## config.mk

```make
export PLATFORM = sky130hd
export DESIGN_NAME = ipv4_longest_prefix_router
export DESIGN_NICKNAME = d
export VERILOG_FILES = /design/src/rtl/core/lpr_pkg.sv /design/src/rtl/core/lpr_table.sv /design/src/rtl/core/ipv4_longest_prefix_router.sv
export SDC_FILE = /design/constraint.sdc
export NUM_CORES = 2
export LEC_CHECK = 0
export BUFFER_PORTS_ARGS = -buffer_cell sky130_fd_sc_hd__buf_4
export CORE_ASPECT_RATIO = 0.75
export CORE_MARGIN = 2
export CORE_UTILIZATION = 30
export DETAILED_ROUTE_END_ITERATION = 12
export MAX_ROUTING_LAYER = met4
export SLEW_MARGIN = 30
export SYNTH_ARGS = -nofsm -noshare
export SYNTH_HDL_FRONTEND = slang
export SYNTH_SLANG_ARGS = --single-unit
```

## constraint.sdc

```tcl
create_clock -name clk -period 8 [get_ports clk]
set_input_delay 1.2 -clock clk [delete_from_list [all_inputs] [get_ports clk]]
set_output_delay 1.2 -clock clk [all_outputs]
set_load 0.02 [all_outputs]
```

## src/rtl/core/lpr_pkg.sv

```systemverilog
// Shared types and codes for the longest-prefix route lookup block.
package lpr_pkg;

  localparam int LPR_ROUTE_ENTRIES = 32;
  localparam int LPR_INTERFACES    = 16;
  localparam int LPR_MAX_LEN       = 32;

  typedef enum logic {
    CMD_ADD   = 1'b0,
    CMD_ROUTE = 1'b1
  } cmd_t;

  typedef enum logic [2:0] {
    STAT_ADDED    = 3'd0,
    STAT_FULL     = 3'd1,
    STAT_FORWARD  = 3'd2,
    STAT_EXPIRED  = 3'd3,
    STAT_NO_ROUTE = 3'd4
  } status_t;

  typedef enum logic [1:0] {
    ST_IDLE,
    ST_SCAN,
    ST_FINISH
  } state_t;

  typedef struct packed {
    logic [31:0] prefix;
    logic [5:0]  length;
    logic        has_gateway;
    logic [31:0] gateway;
    logic [3:0]  iface;
  } entry_t;

endpackage

```

## src/rtl/core/lpr_table.sv

```systemverilog
// Route table memory: one write port, one registered read port.
module lpr_table
  import lpr_pkg::*;
#(
  parameter int ENTRIES = LPR_ROUTE_ENTRIES,
  localparam int IW = (ENTRIES > 1) ? $clog2(ENTRIES) : 1
) (
  input  logic          clk,
  input  logic          rd_en,
  input  logic [IW-1:0] rd_addr,
  output entry_t        rd_data,
  input  logic          wr_en,
  input  logic [IW-1:0] wr_addr,
  input  entry_t        wr_data
);

  entry_t mem [ENTRIES];

  always_ff @(posedge clk) begin
    if (wr_en) begin
      mem[wr_addr] <= wr_data;
    end
    if (rd_en) begin
      rd_data <= mem[rd_addr];
    end
  end

endmodule

```

## src/rtl/core/ipv4_longest_prefix_router.sv

```systemverilog
// Top level: IPv4 route table with add and longest-prefix forwarding commands.
//
// Usage: drive the in_ ports and raise start while busy is low; the beat is
// taken on that edge and busy rises until the result has been issued.
// in_command selects adding a route or routing a datagram.
// Every command gives exactly one result beat on the out_ ports, marked by
// out_valid for one cycle. The receiver cannot stall; it must take each beat.
// Timing: the table is read one entry per cycle from its memory port, over
// the routes stored so far; a datagram whose TTL is zero or one skips the
// scan and goes straight to its result. A new command may be started in the
// cycle that its predecessor's result is shown.
// Routes fill the lowest free slot and are never removed, so the set of valid
// entries is tracked by a fill count rather than per-entry valid bits.
// Reset (rst_n low, synchronous) empties the table at once and clears busy
// and out_valid; no clearing pass is needed.
module ipv4_longest_prefix_router
  import lpr_pkg::*;
#(
  parameter int ROUTE_ENTRIES = LPR_ROUTE_ENTRIES,
  parameter int INTERFACES    = LPR_INTERFACES
) (
  input  logic        clk,
  input  logic        rst_n,
  input  logic        start,
  output logic        busy,
  input  logic        in_command,
  input  logic [31:0] in_address,
  input  logic [5:0]  in_prefix_length,
  input  logic        in_has_next_hop,
  input  logic [31:0] in_next_hop,
  input  logic [3:0]  in_interface_index,
  input  logic [7:0]  in_ttl,
  input  logic [7:0]  in_protocol,
  input  logic [15:0] in_header_checksum,
  output logic        out_valid,
  output logic [2:0]  out_status,
  output logic [3:0]  out_interface,
  output logic [31:0] out_fwd_address,
  output logic [7:0]  out_new_ttl,
  output logic [15:0] out_new_checksum
);

  localparam int IW = (ROUTE_ENTRIES > 1) ? $clog2(ROUTE_ENTRIES) : 1;
  localparam int CW = $clog2(ROUTE_ENTRIES + 1);

  function automatic logic [31:0] prefix_mask(input logic [5:0] len);
    logic [31:0] m;
    if (len == 6'd0) begin
      m = 32'd0;
    end else if (len >= 6'(LPR_MAX_LEN)) begin
      m = 32'hFFFF_FFFF;
    end else begin
      m = 32'hFFFF_FFFF << (6'(LPR_MAX_LEN) - len);
    end
    return m;
  endfunction

  // Ones' complement update of the checksum for the changed TTL/protocol word.
  function automatic logic [15:0] csum_update(input logic [15:0] csum,
                                              input logic [7:0]  ttl,
                                              input logic [7:0]  proto);
    logic [15:0] old_word;
    logic [15:0] new_word;
    logic [17:0] sum;
    logic [16:0] f1;
    logic [16:0] f2;
    old_word = {ttl, proto};
    new_word = {ttl - 8'd1, proto};
    sum = {2'b00, ~csum} + {2'b00, ~old_word} + {2'b00, new_word};
    f1  = {1'b0, sum[15:0]} + {15'd0, sum[17:16]};
    f2  = {1'b0, f1[15:0]} + {16'd0, f1[16]};
    return ~f2[15:0];
  endfunction

  state_t state_r, state_nxt;

  // latched command
  logic        cmd_r;
  logic [31:0] addr_r;
  logic [5:0]  plen_r;
  logic        hasgw_r;
  logic [31:0] gw_r;
  logic [3:0]  ifc_r;
  logic [7:0]  ttl_r;
  logic [7:0]  proto_r;
  logic [15:0] csum_r;

  logic [CW-1:0] count_r;
  logic [CW-1:0] rd_idx_r;
  logic          rd_pend_r;
  logic [IW-1:0] cmp_idx_r;

  logic          hit_r;
  logic [IW-1:0] hit_idx_r;
  logic          best_v_r;
  logic [5:0]    best_len_r;
  logic [3:0]    best_ifc_r;
  logic          best_hasgw_r;
  logic [31:0]   best_gw_r;

  logic        out_valid_r;
  logic [2:0]  out_status_r;
  logic [3:0]  out_ifc_r;
  logic [31:0] out_addr_r;
  logic [7:0]  out_ttl_r;
  logic [15:0] out_csum_r;

  entry_t        rd_data;
  entry_t        wr_data;
  logic          rd_en;
  logic          wr_en;
  logic [IW-1:0] wr_addr;

  logic    accept;
  logic    expire_in;
  logic    issue;
  logic    finish;
  logic    ttl_dead;
  logic    add_match;
  logic    route_match;
  logic    route_better;
  logic    has_room;
  logic    ifc_ok;
  status_t fin_status;
  logic    fin_bump;

  lpr_table #(
    .ENTRIES(ROUTE_ENTRIES)
  ) u_table (
    .clk    (clk),
    .rd_en  (rd_en),
    .rd_addr(rd_idx_r[IW-1:0]),
    .rd_data(rd_data),
    .wr_en  (wr_en),
    .wr_addr(wr_addr),
    .wr_data(wr_data)
  );

  assign expire_in = (cmd_t'(in_command) == CMD_ROUTE) && (in_ttl <= 8'd1);
  assign issue     = rd_idx_r < count_r;
  assign ttl_dead  = ttl_r <= 8'd1;
  assign has_room  = count_r < CW'(ROUTE_ENTRIES);
  assign ifc_ok    = {1'b0, best_ifc_r} < 5'(INTERFACES);

  // compare logic on the entry read last cycle
  assign add_match    = (rd_data.prefix == addr_r) && (rd_data.length == plen_r);
  assign route_match  = (rd_data.length <= 6'(LPR_MAX_LEN)) &&
                        ((addr_r & prefix_mask(rd_data.length)) == rd_data.prefix);
  assign route_better = !best_v_r || (rd_data.length > best_len_r);

  // next state
  always_comb begin
    state_nxt = state_r;
    unique case (state_r)
      ST_IDLE: begin
        if (start) begin
          state_nxt = expire_in ? ST_FINISH : ST_SCAN;
        end
      end
      ST_SCAN: begin
        if (!issue && !rd_pend_r) begin
          state_nxt = ST_FINISH;
        end
      end
      ST_FINISH: state_nxt = ST_IDLE;
      default:   state_nxt = ST_IDLE;
    endcase
  end

  // state outputs
  always_comb begin
    busy   = 1'b1;
    accept = 1'b0;
    rd_en  = 1'b0;
    finish = 1'b0;
    unique case (state_r)
      ST_IDLE: begin
        busy   = 1'b0;
        accept = start;
      end
      ST_SCAN:   rd_en  = issue;
      ST_FINISH: finish = 1'b1;
      default:   busy   = 1'b1;
    endcase
  end

  // decide the result and the table write
  always_comb begin
    fin_status = STAT_NO_ROUTE;
    fin_bump   = 1'b0;
    wr_addr    = count_r[IW-1:0];
    if (cmd_t'(cmd_r) == CMD_ADD) begin
      priority if (hit_r) begin
        fin_status = STAT_ADDED;
        wr_addr    = hit_idx_r;
      end else if (has_room) begin
        fin_status = STAT_ADDED;
        fin_bump   = 1'b1;
      end else begin
        fin_status = STAT_FULL;
      end
    end else begin
      priority if (ttl_dead) begin
        fin_status = STAT_EXPIRED;
      end else if (best_v_r && ifc_ok) begin
        fin_status = STAT_FORWARD;
      end else begin
        fin_status = STAT_NO_ROUTE;
      end
    end
  end

  assign wr_en = finish && (fin_status == STAT_ADDED);

  always_comb begin
    wr_data.prefix      = addr_r;
    wr_data.length      = plen_r;
    wr_data.has_gateway = hasgw_r;
    wr_data.gateway     = hasgw_r ? gw_r : 32'd0;
    wr_data.iface       = ifc_r;
  end

  // control state
  always_ff @(posedge clk) begin
    if (!rst_n) begin
      state_r     <= ST_IDLE;
      count_r     <= '0;
      rd_idx_r    <= '0;
      rd_pend_r   <= 1'b0;
      hit_r       <= 1'b0;
      best_v_r    <= 1'b0;
      out_valid_r <= 1'b0;
    end else begin
      state_r     <= state_nxt;
      rd_pend_r   <= rd_en;
      out_valid_r <= finish;
      if (accept) begin
        rd_idx_r <= '0;
        hit_r    <= 1'b0;
        best_v_r <= 1'b0;
      end else begin
        if (rd_en) begin
          rd_idx_r <= rd_idx_r + CW'(1);
        end
        if (rd_pend_r && add_match) begin
          hit_r <= 1'b1;
        end
        if (rd_pend_r && route_match) begin
          best_v_r <= 1'b1;
        end
      end
      if (finish && fin_bump) begin
        count_r <= count_r + CW'(1);
      end
    end
  end

  // payload
  always_ff @(posedge clk) begin
    if (accept) begin
      cmd_r   <= in_command;
      addr_r  <= in_address;
      plen_r  <= in_prefix_length;
      hasgw_r <= in_has_next_hop;
      gw_r    <= in_next_hop;
      ifc_r   <= in_interface_index;
      ttl_r   <= in_ttl;
      proto_r <= in_protocol;
      csum_r  <= in_header_checksum;
    end
    if (rd_en) begin
      cmp_idx_r <= rd_idx_r[IW-1:0];
    end
    // keep the first exact match for an add
    if (rd_pend_r && add_match && !hit_r) begin
      hit_idx_r <= cmp_idx_r;
    end
    // keep the longest match; ties go to the lower slot
    if (rd_pend_r && route_match && route_better) begin
      best_len_r   <= rd_data.length;
      best_ifc_r   <= rd_data.iface;
      best_hasgw_r <= rd_data.has_gateway;
      best_gw_r    <= rd_data.gateway;
    end
    if (finish) begin
      out_status_r <= fin_status;
      if (fin_status == STAT_FORWARD) begin
        out_ifc_r  <= best_ifc_r;
        out_addr_r <= best_hasgw_r ? best_gw_r : addr_r;
        out_ttl_r  <= ttl_r - 8'd1;
        out_csum_r <= csum_update(csum_r, ttl_r, proto_r);
      end else begin
        out_ifc_r  <= '0;
        out_addr_r <= '0;
        out_ttl_r  <= '0;
        out_csum_r <= '0;
      end
    end
  end

  assign out_valid        = out_valid_r;
  assign out_status       = out_status_r;
  assign out_interface    = out_ifc_r;
  assign out_fwd_address  = out_addr_r;
  assign out_new_ttl      = out_ttl_r;
  assign out_new_checksum = out_csum_r;

endmodule

```

==> impl_results.md <==
- Mapped Avg Cell Area: 23.3 sq um
- Worst path slowest cell: edfxtp_1
- Die height: 517 microns
- Max_cap viols: 0
- Worst reg2reg endpoint: out_new_checksum[15]
- Crit path top cell by count: ha_1
- Reg2reg path depth: 28
- Max Root-Sink Buffers: 4
- Ys Warns: 0
- Max_slew headroom: 0.243
- Hold buffer count at CTS: 0
- Rows: 188
- Setup CP Type: reg -> reg
- Drt first pass iters: 5
- Register-to-register setup slack: 1.18 ns
- 1st-iter DRT viols: 7,646
- Gpl congestion: 0.828
- CP arrival: 7.39 ns
- Critical Path Max Stage Delay: 0.50 ns
- Number of global-route vias before repair: 49,772
- Final Cycle Share: 0.853
- Nets: 5,042
- Reg-to-reg startpoint: ttl_r[0]
- Via Count: 50,221
- Setup TNS: 0 ns
- CP Launch Type: flop
- Die X: 688 microns
- Area Growth Syn to Fin: 15.7%
- Die Area: 356,000 sq um
- Post-synthesis async set-or-reset flop share: 0
- DRC errors left: 0
- # setup viols final: 0
- Routed Antenna Nets: 0
- Seq cells post-synth: 2,717
- H-tree Lvls: 4
- Final slew viol count: 0
- Worst-Margin Slew: 1.14 ns
- Final HPWL DP: 144 mm
- Placed Area: 113,000 sq um
- Cells after DPL: 9,271
- Fin cells: 9,741
- Register area share after synthesis: 0.773
- Post-place setup slack: 1.23 ns
- Gr usage total: 0.163
- Crit path capture: out_new_checksum[15]
- Status: finished clean
- Clk root buf: clkbuf_16
- First-pass GRT wire length: 397 mm
- Worst setup EP type: flop
- Synth Instances: 4,524
- Starting density of the core: 0.301
- P per Cell Area: 239 nW/um^2
- Largest net degree at the start of global routing: 127
- Crit path time final: 6.82 ns
- Overflow after GRT: 0
- Fmax: 147 MHz
- Clk pin slew, worst setup/hold paths: 0.06 ns
- Syn Std Cell Area: 105,000 sq um
- Post-route core utilization: 0.349
- IO Count: 176
- Post-CTS Resized: 0
- Leakage: 36.6 nW
- Port Buffers: 175
- Worst Skew: 0.125 ns
- RSZ-0062 raised after global routing: false
- Peak VDD IR: 0.206 mV
- TritonCTS Buffers: 248
- Hold Crit Class: reg -> reg
- Pwr Total: 29.2 mW
- CTS Sinks: 2,717
- Crit path from: ttl_r[0]
- Final Cell Area: 122,000 sq um
- Core area: 350,000 sq um
- Yosys cell types: 86
- Hold_ws: 0.398 ns
- Top FF cell, synth: edfxtp_1
- CTS tree: done
- Worst Path Required: 8.57 ns
- EDFF count, synth: 2,699
- Final hold vios: 0
- Routed WL: 289 mm
- Final WS setup: 1.18 ns
- Initial antenna violation count: 25
- Share of cells above drive strength 1: 0.317
- Clk_lat worst skew: 0.94 ns
- Vias/cell: 5.16
- Wire length per cell: 29.6 microns
- Postcts setup bufs: 0
- Post-synth net total: 4,693
- CP max FO: 9
worst max-delay path, delay by kind of cell, from the launching register on:
family | cells | cell delay [ns]
XOR/XNOR | 3 | 0.49
buffers and inverters | 1 | 0.13
multiplexers | 1 | 0.12
AND/OR/NAND/NOR | 10 | 2.07
flip-flops | 1 | 0.50
AO/OA/AOI/OAI | 8 | 1.88
adder cells (fa/ha/maj) | 5 | 1.38
cells in the mapped netlist, types with 14 or more instances:
cell type	number	area, sq um
xor2_1	77	674
dfxtp_1	18	360
nor4_1	14	87.6
ha_1	56	701
o211ai_1	18	135
a21oi_1	26	130
nand2_1	39	146
xnor2_1	48	420
nand2b_1	14	87.6
clkbuf_1	152	571
nor2_1	130	488
edfxtp_1	2699	81000
mux2_2	75	845
nand4_1	19	119
mux2i_1	43	430
mux4_2	750	16900
buf_1	53	199
o21ai_0	18	90.1
and2_1	47	294
inv_1	56	210
worst min-delay path by stage:
| stage | startpoint | endpoint | slack [ns] | cells past startpoint |
|---|---|---|---|---|
| finish | u_table.rd_data[1] | best_ifc_r[1] | 0.40 | 0 |
| global route | in_address[2] | addr_r[2] | 0.38 | 1 |
| CTS | in_address[2] | addr_r[2] | 0.37 | 1 |
| detailed placement | u_table.rd_data[17] | best_gw_r[13] | 0.40 | 0 |
| global placement | u_table.rd_data[15] | best_gw_r[11] | 0.40 | 0 |
| floorplan | u_table.rd_data[4] | best_gw_r[0] | 0.40 | 0 |
routing by layer:
metal  wire, microns  part of all wire  up-vias  global-route usage
li1                -                 -    19887                   -
met5               0                 0        -                   -
met2          129000              0.45     2584               0.238
met3           29400              0.10      416              0.0392
met1          124000              0.43    27334               0.232
met4            6250             0.022        0              0.0340
final cells by class:
type / instances / area (sq um)
antenna: 14 / 35.0
clock inverter: 171 / 2040
sequential: 2717 / 81400
multi-input combinational: 1541 / 23200
tap: 4655 / 5820
fill: 32042 / 228000
timing repair buffer: 309 / 2800
inverter: 56 / 215
clock buffer: 278 / 6350
where the power goes:
part / switching (mW) / total [mW] / internal, mW / leakage [nW]
clock network: 5.37 / 12.5 / 7.09 / 4.08
registers: 0.0459 / 15.8 / 15.7 / 24.6
logic: 0.655 / 0.950 / 0.294 / 7.95
total: 6.07 / 29.2 / 23.1 / 36.6
logic make-up after synthesis:
kind of cell	after synthesis	synth area share
flip-flops	2717	0.773
XOR/XNOR	127	0.0107
buffers and inverters	266	0.00960
multiplexers	868	0.172
AO/OA/AOI/OAI	135	0.00967
adder cells (fa/ha/maj)	58	0.00703
AND/OR/NAND/NOR	353	0.0175
cell usage in the layout (no fill, tap or decap), drive strengths merged, types with 19 or more instances in the layout:
master and count:
ha 56, mux2 75, a21oi 27, mux2i 43, xor2 78, o21ai 25, buf 309, inv 63
nor2 130, edfxtp 2699, mux4 750, bufinv 43, clkbuf 278, and2 47, clkinv 109, nand4 19
nand2 39, xnor2 49
registers in the layout, indices dropped and copies added, names as in the netlist, 2 cells and up:
name and count:
best_gw_r 32, u_table.mem 2400, ifc_r 4, out_new_checksum 16, csum_r 16, cmp_idx_r 5, count_r 6, proto_r 8
hit_idx_r 5, out_status 3, u_table.rd_data 75, ttl_r 8, gw_r 32, best_ifc_r 4, addr_r 32, best_len_r 6
out_new_ttl 8, out_fwd_address 32, plen_r 6, out_interface 4, rd_idx_r 6, state_r 2
(Power assumes the default switching activity.)
